## src/design/assert_macros.svh

```systemverilog
`ifndef ASSERT_MACROS_SVH
`define ASSERT_MACROS_SVH

// Check that pre implies post in the same cycle
`define ASSERT_IMPLIES(lbl, clk, rstn, pre, post, msg) \
  lbl: assert property (@(posedge clk) disable iff (!rstn) (pre) |-> (post)) \
    else $error(msg);

// Check that pre implies post in the next cycle
`define ASSERT_NEXT(lbl, clk, rstn, pre, post, msg) \
  lbl: assert property (@(posedge clk) disable iff (!rstn) (pre) |=> (post)) \
    else $error(msg);

`endif

```

## src/design/rau_gcd.sv

```systemverilog
`default_nettype none
module rau_gcd #(
  parameter int PW = 64
) (
  input  wire logic          clk,
  input  wire logic          rst_n,
  input  wire logic          start,
  input  wire logic [PW-1:0] a_in,
  input  wire logic [PW-1:0] b_in,
  output logic               done,
  output logic [PW-1:0]      gcd
);

  localparam int KW = $clog2(PW);

  logic [PW-1:0] a_r, a_nxt, b_r, b_nxt, g_r, g_nxt;
  logic [KW-1:0] k_r, k_nxt;
  logic          busy_r, busy_nxt, done_r, done_nxt;

  // One binary gcd step per cycle: shared factor, lone even halving, or subtract
  always_comb begin
    a_nxt    = a_r;
    b_nxt    = b_r;
    k_nxt    = k_r;
    g_nxt    = g_r;
    busy_nxt = busy_r;
    done_nxt = 1'b0;
    if (start) begin
      a_nxt    = a_in;
      b_nxt    = b_in;
      k_nxt    = '0;
      busy_nxt = 1'b1;
    end else if (busy_r) begin
      if (a_r == '0 || b_r == '0) begin
        g_nxt    = (a_r | b_r) << k_r;
        busy_nxt = 1'b0;
        done_nxt = 1'b1;
      end else if (!a_r[0] && !b_r[0]) begin
        a_nxt = a_r >> 1;
        b_nxt = b_r >> 1;
        k_nxt = k_r + 1'b1;
      end else if (!a_r[0]) begin
        a_nxt = a_r >> 1;
      end else if (!b_r[0]) begin
        b_nxt = b_r >> 1;
      end else if (a_r > b_r) begin
        a_nxt = a_r - b_r;
      end else begin
        b_nxt = b_r - a_r;
      end
    end
  end

  always_ff @(posedge clk) begin
    if (!rst_n) begin
      busy_r <= 1'b0;
      done_r <= 1'b0;
    end else begin
      busy_r <= busy_nxt;
      done_r <= done_nxt;
    end
    a_r <= a_nxt;
    b_r <= b_nxt;
    k_r <= k_nxt;
    g_r <= g_nxt;
  end

  assign done = done_r;
  assign gcd  = g_r;

endmodule
`default_nettype wire

```

## config.mk

```make
export PLATFORM = sky130hd
export DESIGN_NAME = rau_gcd
export DESIGN_NICKNAME = d
export VERILOG_FILES = /design/src/design/assert_macros.svh /design/src/design/rau_gcd.sv
export SDC_FILE = /design/constraint.sdc
export NUM_CORES = 1
export LEC_CHECK = 0
export BUFFER_PORTS_ARGS = -buffer_cell sky130_fd_sc_hd__buf_4
export CELL_PAD_IN_SITES_DETAIL_PLACEMENT = 1
export CELL_PAD_IN_SITES_GLOBAL_PLACEMENT = 2
export CORE_UTILIZATION = 38
export DETAILED_ROUTE_END_ITERATION = 16
export PLACE_DENSITY = 0.91
export SLEW_MARGIN = 0
export SYNTH_ARGS = -nofsm -noshare
export SYNTH_HDL_FRONTEND = slang
export SYNTH_SLANG_ARGS = --single-unit
```

## constraint.sdc

```tcl
create_clock -name clk -period 11 [get_ports clk]
set_input_delay 1.1 -clock clk [delete_from_list [all_inputs] [get_ports clk]]
set_output_delay 1.1 -clock clk [all_outputs]
set_load 0.01 [all_outputs]
```

Yosys cells after proc, flatten, opt, wreduce, memory -nomap -nowiden

Cells that the tools add are included.

Bits in registers: 200
Output and inout bits: 65
Word-level logic and storage cells: 55

Add/sub/neg operators: 3
$lt $le $gt $ge: 1
Eq/ne operators: 4
Shifts and indexed selects: 1
Multiplexer cells: 18
Bitwise operators: 5
Reductions and logical operators: 15

Operator list:

| operator                                                                 | count |
|---|---|
| 64-bit two-way mux                                                       | 14 |
| 64-bit logical NOT                                                       | 2 |
| 64-bit subtractor                                                        | 2 |
| 64-bit greater-than comparator                                           | 1 |
| 64-bit OR                                                                | 1 |
| 64-bit by 6-bit << shifter with 64-bit output                            | 1 |
| 3-bit AND reduction                                                      | 3 |
| 4-bit by 2-bit inequality test with 1-bit output (second input constant) | 2 |
| 4-bit AND reduction                                                      | 2 |
| 6-bit by 1-bit adder with 6-bit output (second input constant)           | 1 |
| 1-bit two-way mux                                                        | 4 |
| 4-bit inequality test (second input constant)                            | 1 |
| 1-bit inverter                                                           | 4 |
| 3-bit nonzero test                                                       | 1 |
| 3-bit OR reduction                                                       | 1 |
| 1-bit logical NOT                                                        | 2 |
| 2-bit inequality test (second input constant)                            | 1 |
| 2-bit AND reduction                                                      | 1 |
| 2-bit nonzero test                                                       | 1 |
| 1-bit logical AND                                                        | 1 |
| 1-bit logical OR                                                         | 1 |

Depth between registers and ports, before layout

Depth in word-level cells: 8
Depth in mapped cells: 16
Gate-level depth less buffers: 14

Worst setup path before layout

No wires, ideal clock.

Path type: register to register
From: register a_r[59]
To: register b_r[10] (enable)
Library setup time: 0.580 ns
Arrival: 7.279 ns
Data required time: 10.420 ns
Path slack: 3.141 ns
Stages on the path, launching flop included: 13
Path through: edfxtp_1 -> inv_1 -> ha_1 -> buf_6 -> or4_4 -> nor2b_4 -> nand3_1 -> nor4_2 -> inv_1 -> a22oi_4 -> nand2_4 -> buf_2 -> a21boi_0

Longest elaborated chain between the ends: 4
Elaborated cells on any way between the ends: 6

RTL lines:

| element                                                                                | RTL line      | RTL |
|---|---|---|
| from (decl)                                                                            | rau_gcd.sv:16 | `logic [PW-1:0] a_r, a_nxt, b_r, b_nxt, g_r, g_nxt;` |
| from (signal assigned)                                                                 | rau_gcd.sv:62 | `a_r <= a_nxt;` |
| parallel branches: the longest is 3 deep, another holds 64-bit greater-than comparator | n/a           |  |
| 4-bit AND reduction (no source line) *                                                 | n/a           |  |
| to (signal assigned)                                                                   | rau_gcd.sv:63 | `b_r <= b_nxt;` |
| to (decl)                                                                              | rau_gcd.sv:16 |  |

Mark *: on every way between the ends.
A chain may end at the register's enable or synchronous reset.

Final worst setup path

From: register b_r[27]
To: register b_r[19] (enable)

Longest elaborated chain between the ends: 4
Elaborated cells on any way between the ends: 6

RTL lines:

| element |
|---|
| parallel branches: the longest is 3 deep, another holds 64-bit greater-than comparator |
| 4-bit AND reduction (no source line) * |

Marks and branches as above.

==> summary.txt <==
Status
  – Run status: finished, final reports clean

Floorplan
  – Full die area: 0.0589 mm²
  – Initial core utilization: between 30% and 40%
  – Placeable core region: between 0.05 and 0.06 mm²
  – Width of the die: approximately 240 µm
  – Number of core rows: between 80 and 90
  – Overall die height: between 200 and 250 µm
  – I/O pins: approximately 200

Yosys
  – Number of flops mapped to enable cells by yosys: ~190
  – Simple-Gate Fraction of Synth Area: about 16%
  – Netlist area before placement: about 0.022 mm²
  – Most used DFF post-synth: sky130_fd_sc_hd__edfxtp_1
  – Synth Net Count: 2933
  – Post-synthesis mux area share: 9.45%
  – Seq cells post-synth: 200
  – Share of synthesized area occupied by flip-flops and latches: around 27%
  – Yosys synthesis warning count: 0
  – Async SR Flop Fraction: 0%
  – XOR/XNOR share of the synthesized area: 4.66%
  – Area share of fa/ha/maj cells after synthesis: ~11%
  – Average footprint of a synthesized cell: 8.44 µm²
  – Dominant combinational cell family by area after synthesis: compound AO/OA/AOI/OAI gates
  – Cells after synthesis: ~2.6k
  – Share of the synthesized area in compound gates (AO/OA/AOI/OAI): between 20% and 30%
  – Count of unique library cells instantiated by Yosys: between 80 and 90

Timing
  – Total count of hold-check failures in the final report: 0
  – Worst setup skew after layout: roughly 0.019 ns
  – Final hold slack: between 0.7 and 0.8 ns
  – Final count of negative-setup-slack endpoints: 0
  – Min Tclk post-route: 5.81 ns
  – Pins over their slew limit: 0
  – Setup repair after global routing missed its margin: no
  – Max frequency: between 150 and 200 MHz
  – Final worst slack: roughly 5.2 ns
  – Relative slew slack: about an eighth
  – Final critical-path share of the clock period: between 50% and 60%
  – Transition at the pin with the smallest max-transition slack: 1.31 ns
  – Post-Route Setup TNS: 0 ns

Finish
  – Area Overhead vs Synth: 11.4%
  – Area used by multi-input combinational logic: ~0.014 mm²
  – Number of fillers in the final layout: a little under 7k
  – Most frequent cells in the layout: sky130_fd_sc_hd__nand2_1 (264), sky130_fd_sc_hd__inv_1 (254), sky130_fd_sc_hd__a21oi_1 (249)
  – Fraction of final layout cells sized beyond drive strength 1: between 10% and 20%
  – Area of all sequential standard cells: 0.00593 mm²
  – Number of nets in the layout: between 3k and 4k
  – Post-route cell area: approximately 0.025 mm²
  – Post-route non-filler standard cell count: about 3.5k
  – Post-layout utilization of the core: between 40% and 50%
  – Most frequent standard cell in the layout excluding fill and tap cells: sky130_fd_sc_hd__nand2_1

Drt
  – Antenna viol nets, final: 0
  – DR vias: ~22k
  – Detailed Routing Iterations Pass 1: 5
  – Remaining routing DRC violations: 0
  – Count of routing violations after the opening detailed-route iteration: about 2.5k
  – Vias per Instance: between 6 and 7
  – Routed Wire Length: 101000 µm
  – Average detailed-routed wire length per instance: slightly below 30 µm

Global route
  – Overall Global Routing Usage: roughly a third
  – Wire length of the first global-routing pass: approximately 150000 µm
  – Remaining global-route overflow: 0
  – Vias in the first global route: 21.8k
  – Number of antenna violations at the first check in global routing: 3
  – Largest net degree at the start of global routing: 121

Clocking
  – Deepest clock path buffer count: 2
  – Clock network latency to the later pin of the worst-skew pair: around 0.53 ns
  – Post-CTS setup buffer count: 0
  – CTS Root Buffer Type: sky130_fd_sc_hd__clkbuf_16
  – TritonCTS Buffers: 17
  – CTS H-tree lvls: 4
  – Post-CTS resize count: 0
  – Clock Pin Slew Worst Setup and Hold Paths: ~0.080 ns
  – Count of hold buffers inserted by post-cts repair: 0
  – TritonCTS clock tree: built
  – Total clock sinks: 200

Place
  – Count of port buffers added during placement: 195
  – Final estimated routing congestion in global placement: around 1.1
  – Total half-perimeter wirelength after legalization and detailed placement: between 80000 and 90000 µm
  – Number of placed cells counting well taps: 3419
  – Place WS: 5.30 ns
  – Cell area after placement: 0.0239 mm²

Critical path
  – Type of the worst setup path: reg2reg
  – R2R cell count: 10
  – Reg-to-Reg End: b_r[19]
  – Worst reg2reg startpoint: b_r[27]
  – Register-to-register setup slack: 5.19 ns
  – CP endpoint kind: flop
  – Worst Path Max Fanout: 40
  – CP startpoint kind: flop
  – Required @ worst endpoint: around 11 ns
  – Worst Path Arrival: a little under 6 ns

Pwr
  – Static Leak: ~10 nW
  – Total chip power: about 4.8 mW
  – Ratio of total power to cell area: ~190 mW/mm²
  – Max rail drop VDD: 0.150 mV

Min path
  – Start point of the worst min-delay path: a_r[26]
  – Hold Path Cell Cnt: 2
  – Capture endpoint of the worst hold path: a_r[25]
  – Min-delay worst type: reg2reg

Run
  – Count of max-cap constraint violations: 0
==> state kept, by name (all words and copies together) (netlist names) <==
signal and count:
gcd 64, busy_r 1, done 1, b_r 64, k_r 6, a_r 64
==> where the power goes <==
group | switching, mW | internal, mW
registers | 0.164 | 0.980
logic | 1.95 | 0.971
clock network | 0.348 | 0.340
==> cells in the mapped netlist (48+ instances only) <==
library cell               count  area share, %
sky130_fd_sc_hd__nand2_1     264            4.5
sky130_fd_sc_hd__nor4_1       75            2.1
sky130_fd_sc_hd__mux4_2       48            4.9
sky130_fd_sc_hd__clkbuf_1    107            1.8
sky130_fd_sc_hd__o21ai_0     135            3.1
sky130_fd_sc_hd__nor2_1      192            3.3
sky130_fd_sc_hd__a21oi_1     249            5.7
sky130_fd_sc_hd__xnor2_1     116            4.6
sky130_fd_sc_hd__o31ai_1      53            1.8
sky130_fd_sc_hd__mux2i_1      75            3.4
sky130_fd_sc_hd__nor3_1       50            1.1
sky130_fd_sc_hd__inv_1       255            4.4
sky130_fd_sc_hd__edfxtp_1    192             26
sky130_fd_sc_hd__ha_1        193             11
==> worst max path at each step <==
| stage | slack [ns] | endpoint | startpoint | cells past startpoint |
|---|---|---|---|---|
| floorplan | 3.14 | b_r[10] | a_r[59] | 12 |
| global placement | 5.49 | b_r[10] | a_r[0] | 13 |
| detailed placement | 5.30 | b_r[10] | b_r[27] | 10 |
| CTS | 5.28 | a_r[33] | a_r[22] | 13 |
| global route | 4.96 | b_r[19] | a_r[55] | 11 |
| finish | 5.19 | b_r[19] | b_r[27] | 10 |
==> cell families after synthesis <==
family / after synthesis
AO/OA/AOI/OAI: 784
adder cells (fa/ha/maj): 195
XOR/XNOR: 117
multiplexers: 145
buffers and inverters: 429
flip-flops: 200
AND/OR/NAND/NOR: 737
==> cell type report <==
type | count | area share [%]
Timing Repair Buffer | 220 | 6.77
Clock buffer | 18 | 1.75
Sequential cell | 200 | 24.2
Tap cell | 756 | 3.86
Multi-Input combinational cell | 1978 | 58.7
Antenna cell | 1 | 0.0102
Clock inverter | 14 | 0.664
Inverter | 265 | 4.06
==> layer usage <==
metal | share of wire [%] | global-route usage (%)
met1 | 41 | 43.0
met2 | 45 | 53.1
met3 | 7.7 | 5.68
met4 | 6.1 | 19.2
met5 | 0.013 | 0
==> worst max-delay path: stages (launching register included) <==
cell and delay (ns):
sky130_fd_sc_hd__edfxtp_1 0.48, sky130_fd_sc_hd__inv_1 0.12, sky130_fd_sc_hd__ha_1 0.43, sky130_fd_sc_hd__nor4_2 1.14, sky130_fd_sc_hd__nand4_1 0.33, sky130_fd_sc_hd__nor4_2 0.40, sky130_fd_sc_hd__inv_1 0.12, sky130_fd_sc_hd__a22oi_4 0.34
sky130_fd_sc_hd__nand2_4 0.34, sky130_fd_sc_hd__a21boi_4 0.97, sky130_fd_sc_hd__buf_4 0.71
(Power assumes the default switching activity.)
