$ cat src/design/assert_macros.svh
`ifndef ASSERT_MACROS_SVH
`define ASSERT_MACROS_SVH

// Check that pre implies post in the same cycle
`define ASSERT_IMPLIES(lbl, clk, rstn, pre, post, msg) \
  lbl: assert property (@(posedge clk) disable iff (!rstn) (pre) |-> (post)) \
    else $error(msg);

// Check that pre implies post in the next cycle
`define ASSERT_NEXT(lbl, clk, rstn, pre, post, msg) \
  lbl: assert property (@(posedge clk) disable iff (!rstn) (pre) |=> (post)) \
    else $error(msg);

`endif

$ cat src/design/rau_div.sv
`default_nettype none
module rau_div #(
  parameter int PW = 64
) (
  input  wire logic          clk,
  input  wire logic          rst_n,
  input  wire logic          start,
  input  wire logic [PW-1:0] dividend,
  input  wire logic [PW-1:0] divisor,
  output logic               done,
  output logic [PW-1:0]      quotient
);

  localparam int CW = $clog2(PW) + 1;

  logic [PW:0]   rem_r, rem_nxt, rem_sh, diff;
  logic [PW-1:0] quo_r, quo_nxt, dvs_r, dvs_nxt;
  logic [CW-1:0] cnt_r, cnt_nxt;
  logic          busy_r, busy_nxt, done_r, done_nxt;

  assign rem_sh = {rem_r[PW-1:0], quo_r[PW-1]};
  assign diff   = rem_sh - {1'b0, dvs_r};

  // Restoring division, one quotient bit per cycle
  always_comb begin
    rem_nxt  = rem_r;
    quo_nxt  = quo_r;
    dvs_nxt  = dvs_r;
    cnt_nxt  = cnt_r;
    busy_nxt = busy_r;
    done_nxt = 1'b0;
    if (start) begin
      rem_nxt  = '0;
      quo_nxt  = dividend;
      dvs_nxt  = divisor;
      cnt_nxt  = CW'(PW);
      busy_nxt = 1'b1;
    end else if (busy_r) begin
      if (diff[PW]) begin
        rem_nxt = rem_sh;
        quo_nxt = {quo_r[PW-2:0], 1'b0};
      end else begin
        rem_nxt = diff;
        quo_nxt = {quo_r[PW-2:0], 1'b1};
      end
      cnt_nxt = cnt_r - 1'b1;
      if (cnt_r == CW'(1)) begin
        busy_nxt = 1'b0;
        done_nxt = 1'b1;
      end
    end
  end

  always_ff @(posedge clk) begin
    if (!rst_n) begin
      busy_r <= 1'b0;
      done_r <= 1'b0;
    end else begin
      busy_r <= busy_nxt;
      done_r <= done_nxt;
    end
    rem_r <= rem_nxt;
    quo_r <= quo_nxt;
    dvs_r <= dvs_nxt;
    cnt_r <= cnt_nxt;
  end

  assign done     = done_r;
  assign quotient = quo_r;

endmodule
`default_nettype wire

$ cat config.mk
export PLATFORM = sky130hd
export DESIGN_NAME = rau_div
export DESIGN_NICKNAME = d
export VERILOG_FILES = /design/src/design/assert_macros.svh /design/src/design/rau_div.sv
export SDC_FILE = /design/constraint.sdc
export NUM_CORES = 1
export LEC_CHECK = 0
export BUFFER_PORTS_ARGS = -buffer_cell sky130_fd_sc_hd__clkbuf_2
export CAP_MARGIN = 20
export CORE_MARGIN = 2
export CORE_UTILIZATION = 41
export DETAILED_ROUTE_END_ITERATION = 6
export PLACE_DENSITY = 0.64
export REMOVE_ABC_BUFFERS = 1
export SLEW_MARGIN = 20
export SYNTH_ARGS = -nofsm -noshare
export SYNTH_HDL_FRONTEND = slang
export SYNTH_SLANG_ARGS = --single-unit
$ cat constraint.sdc
create_clock -name clk -period 8.5 [get_ports clk]
set_clock_uncertainty 0.1 [all_clocks]
set_input_delay 1.275 -clock clk [delete_from_list [all_inputs] [get_ports clk]]
set_output_delay 1.275 -clock clk [all_outputs]
set_load 0.02 [all_outputs]
; After elaboration in Yosys (flattened, before gate mapping)
; Index checks and enable logic that the tools add are counted.
[word_totals]
register_bits = 201
inputBits = 131
out_inout_bits = 65
elab_cells = 21
[classes]
n_addsub = 2
eq_ne = 1
muxes = 8
n_bitwise = 2
n_reduce_logical = 2
[ops]
columns = operator, count
row1 = $mux W64, 3
row2 = $sub A65 B64 Y65, 1
row3 = $eq A7 B1 Y1 const B, 1
row4 = $sub A7 B1 Y7 const B, 1
row5 = $mux W1, 5
row6 = $reduce_or A3 Y1, 1
row7 = $not A1 Y1, 2
row8 = $reduce_bool A2 Y1, 1

; Depth between registers and ports, before layout
; Gate-level depths: netlist of run 1.
[depth]
ltp_word = 4
depth_mapped = 16
ltp_nobuf = 14

; Worst setup path before layout of run 1
; OpenSTA, ideal clock, no wires.
[synth_timing]
path_kind = input -> register
from = input port start
to = register quo_r[0] (netlist: quotient[0]) (enable)
setup_time_ps = 418
arrival_time_ps = 3218
t_required_ps = 7982
slack_ps = 4764
cell_stages = 4
path_buffers = 2
path_cell_list = clkbuf_1 > clkbuf_1 > nor2_1 > inv_1
[synth_between]
elab_chain_cells = 1
[synth_rtl]
columns = item, line_no
row1 = from (decl), rau_div.sv:7  ; input wire logic start,
row2 = $reduce_bool A2 Y1 (no line), --
row3 = to (signal assigned), rau_div.sv:63  ; quo_r <= quo_nxt;
row4 = to (decl), rau_div.sv:17  ; logic [PW-1:0] quo_r, quo_nxt, dvs_r, dvs_nxt;
; No other way between the ends.
; A chain may end at the register's enable or synchronous reset.

; Worst setup path in the final report of run 1
[layout_timing]
from = register quo_r[63] (netlist: quotient[63])
to = register rem_r[58]
[layout_between]
elab_chain_cells = 2
[layout_rtl]
columns = item, line_no
row1 = $sub A65 B64 Y65, rau_div.sv:22  ; assign diff = rem_sh - {1'b0, dvs_r};
row2 = $mux W64, rau_div.sv:39  ; if (diff[PW]) begin
row3 = to (signal assigned), rau_div.sv:62  ; rem_r <= rem_nxt;
row4 = to (decl), rau_div.sv:16  ; logic [PW:0] rem_r, rem_nxt, rem_sh, diff;
; No other way between the ends.

==> run metrics, run 1 <==
hold-critical path endpoint=rem_r[46]$_SDFFE_PP0P_; vias post-DR=9304; Buffers & Inverters on Critical Path=3; vias in the first global route=9162; class of the most critical setup path=reg -> reg; number of hold buffers added after cts=0; CTS sink cnt=201; register bit total from synthesis=201; Worst Setup End Kind=register; initial antenna violation count=1; global-route wire length before repair=46100 um; number of warning messages in the yosys log=0; biggest area consumer among synthesized cells=edfxtp_1; IO Pins=196; result of the run=finished, final reports clean; worst hold stages=2; final number of max-transition violations=0; Final Critical Period=4.75 ns; reg-to-reg critical path endpoint=rem_r[58]$_SDFFE_PP0P_; critical path, cell by cell=inv_1 > ha_1 > fa_1 > nand2b_1 > a21oi_1 > o21ai_2 > a31oi_4 > a31o_2 > a41oi_4 > o31ai_4 > xnor2_4 > buf_16 > buf_4 > mux2_1 > mux2i_1 > nor3_1; Final Wtd Congestion=0.876; cell area after synthesis=0.0118 sq mm; worst-case vdd ir drop=0.000160 V; count of endpoints failing setup in the final report=0; clock transition at the register clock pins on the worst setup and hold paths after CTS=0.06 ns; core area=0.0285 sq mm; detail-routed net length per standard cell=16.3 um; fraction of post-synthesis cell area in the top cell type by area=32.5%; Most used DFF post-synth=edfxtp_1; arrival time at the worst endpoint=5.04 ns; top cells by area, synth=edfxtp_1, dfxtp_1, ha_1; count of flip-flops with a built-in enable after synthesis=128; final-stage net count=1547; final wirelength=28500 um; P per Cell Area=208 mW/mm^2; max-cap violations=0; element type at the critical path start=register; worst-path maximum fanout=75; chip height=174 um; FMAX=0.210 GHz; async set or reset register ratio after synthesis=0%; TritonCTS clock tree=done; # H-tree levels=1; Clock Tree Root=clkbuf_16; RSZ-0062 raised after global routing=false; number of distinct library cells after synthesis=75; count of routing violations after the opening detailed-route iteration=537; die footprint=0.0302 sq mm; number of clock buffers inserted by TritonCTS=24; number of gates given a new drive strength after cts=0; reg2reg setup slack=3.75 ns; Cell Rows=62; leakage power=5.84 nW; Detailed Routing Iterations Pass 1=5; CTS Buffer Depth=3; total congestion overflow=0; Reg-to-Reg Start=quotient[63]$_DFFE_PP_; layout overhead on the synthesized area=17.2%; share of cells above drive strength 1=25.2%; final hold viol count=0; post-route worst hold slack=0.384 ns; half-perimeter wire length after placement=20400 um; Final period util=55.9%; source of the worst hold timing path=rem_r[46]$_SDFFE_PP0P_; WP depth=16; Tot GR Track Use=18.4%; Tightest Pin Transition=0.901 ns; count of antenna-violating nets left after detailed routing=0; die span in x=174 um; worst max-slew margin expressed relative to the limit=40.0%; postcts setup bufs=0; CP delay by family, top=compound AO/OA/AOI/OAI gates; setup TNS after final layout=0 ns; pin count of the biggest net entering global routing=76; starting density of the core=41.5%; delay of the slowest cell on the worst path=0.61 ns; required time of the critical path=8.79 ns; Mapped Avg Cell Area=10.0 sq um; via-per-instance ratio=5.31; number of buffers added on ports=195; count of mapped cells out of synthesis=1178; DRC=0; clock latency at the later pin of the worst-skew pair=0.54 ns; Worst path slowest cell=buf_4; share of synthesized area occupied by flip-flops and latches=44.8%; reg2reg path depth=16; path category of the worst min-delay check=reg -> reg
-- layout make-up --
type	instances	area, sq um
antenna	1	2.50
clock buffer	38	714
clock inverter	5	50.0
fill	2794	14700
inverter	77	289
multi-input combinational	844	5970
sequential	201	5310
tap	384	480
timing repair buffer	201	1050
-- sequential cells by signal, summed over array words and instances, names as in the netlist --
| name | cells |
|---|---|
| done | 1 |
| cnt_r | 7 |
| dvs_r | 64 |
| rem_r | 64 |
| busy_r | 1 |
| quotient | 64 |
-- where the power goes --
part	switching, mW	internal [mW]	total [mW]	leakage, nW
sequential	0.0577	1.14	1.20	1.87
combinational	0.419	0.278	0.697	3.60
clock	0.410	0.578	0.988	0.366
total	0.887	1.99	2.88	5.84
-- worst min-delay path, stage by stage, from the launching register on --
cell and delay [ns]:
dfxtp_1 0.32, nand2_1 0.06, o21ai_1 0.05
-- synthesized netlist by cell type (10+ instances only) --
| library cell | instances |
|---|---|
| a211oi_1 | 19 |
| a211oi_2 | 30 |
| a21o_1 | 26 |
| a21oi_1 | 124 |
| clkbuf_1 | 35 |
| dfxtp_1 | 73 |
| edfxtp_1 | 128 |
| ha_1 | 66 |
| inv_1 | 76 |
| mux2_2 | 63 |
| nand2_1 | 73 |
| nand2b_1 | 13 |
| nand3_1 | 12 |
| nand4_1 | 14 |
| nor2_1 | 142 |
| nor3_1 | 10 |
| o211ai_1 | 16 |
| o21ai_0 | 39 |
| xnor2_1 | 29 |
| xor2_1 | 36 |
-- cell families after synthesis --
| logic type | share of synthesized area, % |
|---|---|
| compound gates | 20.5 |
| simple gates | 11.2 |
| flops | 44.8 |
| xor+xnor | 4.95 |
| fa+ha+maj | 7.15 |
| buf+inv | 4.82 |
| mux | 6.60 |
-- per-stage QoR --
stage / instance area [sq um] / total power [mW] / utilization [%] / worst slack (ns) / std cells
2_1_floorplan: 11600 / 1.71 / - / 2.94 / 1122
3_3_place_gp: 13100 / 1.90 / 45.8 / 3.70 / 1706
3_5_place_dp: 13100 / 1.90 / 45.8 / 3.62 / 1706
4_1_cts: 13800 / 2.91 / 48.5 / 3.60 / 1749
5_1_grt: 13900 / 3.04 / 48.6 / 3.46 / 1750
6_report: 13900 / 2.88 / 48.6 / 3.75 / 1751
-- metal layers --
layer,vias to the layer above,GRT usage [%],share of wire [%],wire [um]
met4,0,5.43,2.7,759
li1,4634,-,-,-
met5,-,0,0,0
met2,283,30.0,45,12900
met3,47,5.40,7.6,2160
met1,4340,23.7,45,12700
-- layout by cell type, fill, tap and decap left out, drive strengths merged, types with 5 or more instances in the layout --
master  count
clkbuf    233
nor2      142
edfxtp    128
a21oi     125
inv        76
nand2      73
dfxtp      73
ha         66
mux2       64
o21ai      49
a211oi     49
xor2       36
xnor2      30
a21o       26
o211ai     16
nand4      14
nand2b     13
nand3      12
nor3       11
o211a       8
a31oi       8
nor2b       7
o21bai      7
o21a        7
and2        6
and3        6
mux2i       6
a32oi       6
o31ai       6
buf         6
clkinv      5
-- how the worst max path moves through the flow --
stage                                       from                     end  slack (ns)
after floorplan           quotient[63]$_DFFE_PP_  rem_r[58]$_SDFFE_PP0P_        2.94
after global placement        dvs_r[5]$_DFFE_PP_  rem_r[58]$_SDFFE_PP0P_        3.70
after detailed placement  quotient[63]$_DFFE_PP_  rem_r[58]$_SDFFE_PP0P_        3.62
after CTS                  rem_r[4]$_SDFFE_PP0P_  rem_r[58]$_SDFFE_PP0P_        3.60
after global routing      quotient[63]$_DFFE_PP_  rem_r[58]$_SDFFE_PP0P_        3.46
final                     quotient[63]$_DFFE_PP_  rem_r[58]$_SDFFE_PP0P_        3.75
Power figures use the tool's default switching activity.
==> run 2: changes to the inputs <==
Settings changed: ABC_AREA from default to 1, PLACE_DENSITY 0.64 to 0.65.
Clock period 8.5 ns to 4 ns, I/O delays scaled along.
==> run 2 against run 1 <==
Compared with the run above: cell count grew 69%; first-iteration DRC count increased by 78%; non-clock buffer count rose by 1; critical path type unchanged.
==> run metrics, run 2 <==
result of the run=finished, final reports clean; CP delay by family, top=simple AND/OR/NAND/NOR gates; Worst path slowest cell=nand2_4; count of endpoints failing setup in the final report=0 (unchanged); hold-critical path endpoint=dvs_r[9]$_DFFE_PP_; starting density of the core=41.5% (about the same); delay of the slowest cell on the worst path=0.44 ns (-0.17 ns); half-perimeter wire length after placement=35800 um (+76%); FMAX=0.310 GHz (+47%); reg-to-reg critical path endpoint=rem_r[23]$_SDFFE_PP0P_; number of distinct library cells after synthesis=37 (-51%); design area=0.0169 sq mm (+22%); worst hold stages=1 (-1); required time of the critical path=4.35 ns (-4.44 ns); Power, Total=5.33 mW (+85%); vias in the first global route=13500 (+48%); cell area after synthesis=0.0147 sq mm (+24%); fraction of post-synthesis cell area in the top cell type by area=26.2% (-6.3 points); minimum setup slack in the final design=0.772 ns (-2.98 ns); critical path, cell by cell=inv_1 > ha_1 > fa_1 > inv_1 > nand2_1 > nand2_1 > nand3_1 > nand2_2 > nand2_1 > nand2_2 > nand2_2 > nand2_4 > nand2_4 > nand2_4 > nand2_2 > nand2_4 > buf_12 > nand2_2 > nand3_1 > nand2_1; number of hold buffers added after cts=0 (unchanged); Clock Tree Root=clkbuf_16; vias post-DR=13800 (+49%); leakage power=9.57 nW (+64%); register bit total from synthesis=201 (unchanged); Worst Setup End Kind=register; post-route worst hold slack=0.115 ns (-0.269 ns); clock latency at the later pin of the worst-skew pair=0.56 ns (+0.02 ns); Cell Rows=69 (+11%); P per Cell Area=316 mW/mm^2 (+52%); source of the worst hold timing path=divisor[9]; Buffers & Inverters on Critical Path=3 (unchanged); reg2reg setup slack=0.77 ns (-2.98 ns); max-cap violations=0 (unchanged); pin count of the biggest net entering global routing=100 (+32%); count of antenna-violating nets left after detailed routing=0 (unchanged); clock transition at the register clock pins on the worst setup and hold paths after CTS=0.07 ns (about the same); RSZ-0062 raised after global routing=false; CTS Buffer Depth=3 (unchanged); post-place setup slack=0.793 ns (-2.83 ns); top cells by area, synth=nand2_1, edfxtp_1, inv_1; internal power component=3.85 mW (+93%); element type at the critical path start=register; detail-routed net length per standard cell=15.1 um (-6.9%); TritonCTS clock tree=done; cell with the most instances after synthesis=nand2_1; worst-case vdd ir drop=0.000362 V (+130%); final-stage net count=2672 (+73%); reg2reg path depth=20 (+4); non-filler instance count after layout=2953 (+69%); number of buffers added on ports=195 (unchanged); worst-path maximum fanout=35 (-53%); clock network fraction of total power=40.3% (+6.0 points); Tot GR Track Use=23.7% (+5.3 points); Register Area=0.00531 sq mm (about the same); final number of max-transition violations=0 (unchanged); Detailed Routing Iterations Pass 1=6 (+1); multi-input combinational cell area=0.00727 sq mm (+22%); IO Pins=196 (unchanged); CTS sink cnt=201 (unchanged); via-per-instance ratio=4.69 (-12%); NetSw=1.48 mW (+67%); global-route wire length before repair=71500 um (+55%); arrival time at the worst endpoint=3.58 ns (-1.46 ns); layout overhead on the synthesized area=14.6%; final hold viol count=0 (unchanged); Reg-to-Reg Start=quotient[63]$_DFFE_PP_; DRC=0 (unchanged); chip height=193 um (+11%); biggest area consumer among synthesized cells=nand2_1; setup TNS after final layout=0 ns (unchanged); die footprint=0.0374 sq mm (+24%); number of warning messages in the yosys log=0 (unchanged); postcts setup bufs=0 (unchanged); final wirelength=44700 um (+57%); Tightest Pin Transition=1.10 ns (+0.197 ns); Cells after DPL=2909 (+71%); total placed instance area=0.0161 sq mm (+23%); class of the most critical setup path=reg -> reg; relative contribution of combinational cells to total power=14.0% (-10 points); top library cells by usage in the layout, fill and taps aside=nand2_1, inv_1, clkbuf_2, edfxtp_1, nand3_1; Critical Path Most Common Cell=nand2_2; die span in x=193 um (+11%); commonest non-fill, non-tap cell in the layout=nand2_1; number of gates given a new drive strength after cts=0 (unchanged); portion of total power attributed to sequential cells=45.7% (+4.2 points); Ant. Diodes=0 (-1); async set or reset register ratio after synthesis=0% (unchanged); count of mapped cells out of synthesis=2289 (+94%); path category of the worst min-delay check=in -> reg; core area=0.0355 sq mm (+24%); final cell utilization of the core=47.5% (-1.1 points); count of routing violations after the opening detailed-route iteration=957 (+78%); share of synthesized area occupied by flip-flops and latches=36.1% (-8.8 points); share of cells above drive strength 1=13.4% (-12 points); Most used DFF post-synth=edfxtp_1; top cells by count, synth=nand2_1, inv_1, edfxtp_1; worst max-slew margin expressed relative to the limit=26.8% (-13 points); # H-tree levels=1 (unchanged); count of flip-flops with a built-in enable after synthesis=128 (unchanged); final-layout fill cell count=3803 (+36%); Mapped Avg Cell Area=6.43 sq um (-36%); number of clock buffers inserted by TritonCTS=24 (unchanged); Final Critical Period=3.23 ns (-1.52 ns); Final period util=80.7% (+25 points); total congestion overflow=0 (unchanged); initial antenna violation count=0 (-1); net switching share of the total power=27.8% (-3.0 points); Final Wtd Congestion=0.962 (+9.8%)
==> run 2: layer usage <==
layer	GRT usage [%]	share of wire [%]
met1	32.4	47
met3	3.99	6.4
met2	39.4	45
met4	5.37	2.1
met5	0	0
==> run 2: cell type report <==
cell class	count	area share (%)
Tap cell	461	3.42
Multi-Input combinational cell	1551	43.1
Clock inverter	12	0.809
Sequential cell	201	31.5
Inverter	494	11.0
Clock buffer	32	3.74
Timing Repair Buffer	202	6.41
==> run 2: cell families after synthesis <==
group	count (synthesis)	synth area share [%]
XOR/XNOR	32	1.91
flip-flops	201	36.1
AND/OR/NAND/NOR	1380	39.1
AO/OA/AOI/OAI	72	2.50
adder cells (fa/ha/maj)	67	5.75
buffers and inverters	537	14.6
==> run 2: power by group through the flow <==
stage               sequential (mW)  combinational (mW)  clock [mW]
finish                         2.44               0.744        2.15
global route                   2.45               0.829        2.29
CTS                            2.44               0.747        2.21
detailed placement             2.47               0.746           0
global placement               2.47               0.739           0
floorplan                      2.54               0.364           0
==> run 2: how the worst max path moves through the flow <==
stage,cells after the start,startpoint,endpoint
3_5_place_dp,20,quotient[63]$_DFFE_PP_,rem_r[34]$_SDFFE_PP0P_
6_report,20,quotient[63]$_DFFE_PP_,rem_r[23]$_SDFFE_PP0P_
2_1_floorplan,2,start,quotient[0]$_DFFE_PP_
5_1_grt,20,quotient[63]$_DFFE_PP_,rem_r[24]$_SDFFE_PP0P_
3_3_place_gp,20,quotient[63]$_DFFE_PP_,rem_r[35]$_SDFFE_PP0P_
4_1_cts,20,quotient[63]$_DFFE_PP_,rem_r[23]$_SDFFE_PP0P_
==> run 3: changes to the inputs <==
Settings changed: PLACE_DENSITY 0.65 to 0.63.
Clock period 4 ns to 3.15 ns, I/O delays scaled along.
==> run 3 against run 2 <==
Compared with the run above: setup slack worse by 0.55 ns; total power is 32% higher; combinational power is 36% higher; utilization is 2.3 points higher; non-clock buffer count is 68 higher; via count is 2.4% higher; worst hold slack worse by 0.085 ns; design area is 4.9% higher; maximum frequency is 10% higher; flip-flop and latch count stayed put; clock power is 36% higher.
==> run metrics, run 3 (same netlist as run 2, synthesis figures left out) <==
result of the run=finished, final reports clean; relative contribution of combinational cells to total power=14.4% (+0.4 points); Buffers & Inverters on Critical Path=2 (-1); DRC=0 (unchanged); non-filler instance count after layout=3021 (+2.3%); final hold viol count=0 (unchanged); detail-routed net length per standard cell=15.2 um (+0.22%); P per Cell Area=397 mW/mm^2 (+26%); via-per-instance ratio=4.69 (about the same); final-layout fill cell count=3714 (-2.3%); delay of the slowest cell on the worst path=0.34 ns (-0.10 ns); Tot GR Track Use=23.7% (about the same); die span in x=193 um (unchanged); TritonCTS clock tree=done; RSZ-0062 raised after global routing=true; vias post-DR=14200 (+2.4%); die footprint=0.0374 sq mm (unchanged); pin count of the biggest net entering global routing=110 (+10%); NetSw=1.91 mW (+29%); Final Critical Period=2.93 ns (-0.296 ns); minimum setup slack in the final design=0.218 ns (-0.554 ns); top library cells by usage in the layout, fill and taps aside=nand2_1, inv_1, clkbuf_2, edfxtp_1, nand3_1; class of the most critical setup path=reg -> reg; portion of total power attributed to sequential cells=44.0% (-1.7 points); final wirelength=45900 um (+2.5%); post-place setup slack=0.174 ns (-0.619 ns); Power, Total=7.02 mW (+32%); core area=0.0355 sq mm (unchanged); CTS Buffer Depth=3 (unchanged); arrival time at the worst endpoint=3.26 ns (-0.32 ns); Cells after DPL=2915 (+0.21%); leakage power=9.94 nW (+3.8%); count of antenna-violating nets left after detailed routing=0 (unchanged); Worst path slowest cell=edfxtp_1; vias in the first global route=13600 (+0.20%); worst max-slew margin expressed relative to the limit=49.7% (+23 points); element type at the critical path start=register; internal power component=5.10 mW (+33%); starting density of the core=41.5% (unchanged); number of buffers added on ports=195 (unchanged); half-perimeter wire length after placement=35500 um (-0.94%); Final period util=93.1% (+12 points); global-route wire length before repair=71400 um (about the same); share of cells above drive strength 1=13.8% (+0.31 points); commonest non-fill, non-tap cell in the layout=nand2_1; layout overhead on the synthesized area=20.2%; # H-tree levels=1 (unchanged); setup TNS after final layout=0 ns (unchanged); path category of the worst min-delay check=in -> reg; initial antenna violation count=0 (unchanged); clock network fraction of total power=41.6% (+1.3 points); IO Pins=196 (unchanged); total congestion overflow=0 (unchanged); Worst Setup End Kind=register; Clock Tree Root=clkbuf_16; count of endpoints failing setup in the final report=0 (unchanged); final number of max-transition violations=0 (unchanged); worst-case vdd ir drop=0.000525 V (+45%); chip height=193 um (unchanged); Cell Rows=69 (unchanged); number of clock buffers inserted by TritonCTS=24 (unchanged); Ant. Diodes=0 (unchanged); Tightest Pin Transition=0.755 ns (-0.343 ns); worst-path maximum fanout=28 (-20%); required time of the critical path=3.48 ns (-0.87 ns); final-stage net count=2740 (+2.5%); critical path, cell by cell=inv_1 > ha_1 > nand2_1 > nor2_2 > nand2_1 > nor4_4 > nand2_4 > nand3_1 > nand2_8 > buf_12 > nor2_2 > o21ai_0; FMAX=0.341 GHz (+10%); count of routing violations after the opening detailed-route iteration=866 (-9.5%); clock latency at the later pin of the worst-skew pair=0.56 ns (about the same); clock transition at the register clock pins on the worst setup and hold paths after CTS=0.06 ns (about the same); CTS sink cnt=201 (unchanged); net switching share of the total power=27.3% (-0.51 points); Detailed Routing Iterations Pass 1=6 (unchanged); CP delay by family, top=simple AND/OR/NAND/NOR gates; max-cap violations=0 (unchanged); postcts setup bufs=0 (unchanged); Final Wtd Congestion=0.934 (-2.8%)
## run 3: cell count changes in the layout (fill, tap and decap cells not counted), moves of 2 or more
cell / delta
buf_12: +2
buf_4: +4
clkbuf_16: +5
clkbuf_1: -6
dlygate4sd3_1: +60
clkinv_1: -2
clkbuf_8: +8
bufinv_16: -2
## run 3: layout make-up
cell class                 count  area, sq um  share of cell area (%)
clock buffer                  37          793                    4.49
clock inverter                 7         63.8                   0.361
inverter                     494         1850                    10.5
multi-input combinational   1551         7290                    41.2
sequential                   201         5310                    30.0
tap                          461          577                    3.26
timing repair buffer         270         1800                    10.2
## run 3: repair_timing
item	CTS	global route
gates resized for setup	0	3
endpoints found under the setup margin	0	8
hold buffers	60	0
endpoints found under the hold margin	60	0
## run 3: layer usage
metal / part of all wire (%) / wire (um) / vias up / global-route usage [%]
li1: - / - / 7353 / -
met3: 6.8 / 3100 / 61 / 4.65
met1: 46 / 21000 / 6303 / 32.2
met2: 44 / 20300 / 448 / 38.4
met4: 3.2 / 1470 / 0 / 6.90
met5: 0 / 0 / - / 0
## run 3: path summary, 6_finish.rpt
kind                                                to                  start  cells after the start  slack, ns
worst max register to register  rem_r[60]$_SDFFE_PP0P_    dvs_r[36]$_DFFE_PP_                     12       0.22
worst min register to register   rem_r[3]$_SDFFE_PP0P_  rem_r[3]$_SDFFE_PP0P_                      2       0.37
worst max-delay path            rem_r[60]$_SDFFE_PP0P_    dvs_r[36]$_DFFE_PP_                     12       0.22
worst min-delay path               dvs_r[20]$_DFFE_PP_            divisor[20]                      1       0.03
## run 3: metrics by stage
step / cell area (sq um) / utilization (%) / hold WS (ns)
3_5_place_dp: 16200 / 45.5 / 0.364
6_report: 17700 / 49.8 / 0.0297
3_3_place_gp: 16200 / 45.5 / 0.360
2_1_floorplan: 14400 / - / 0.349
4_1_cts: 17600 / 49.6 / 0.00601
5_1_grt: 17700 / 49.8 / 0.00791
## run 3: power groups by stage
stage | clock network (mW) | registers, mW | logic (mW)
after CTS | 3.02 | 3.09 | 1.02
after floorplan | 0 | 3.23 | 0.462
after global placement | 0 | 3.14 | 0.949
after detailed placement | 0 | 3.14 | 0.956
final | 2.92 | 3.09 | 1.01
after global routing | 3.11 | 3.11 | 1.12
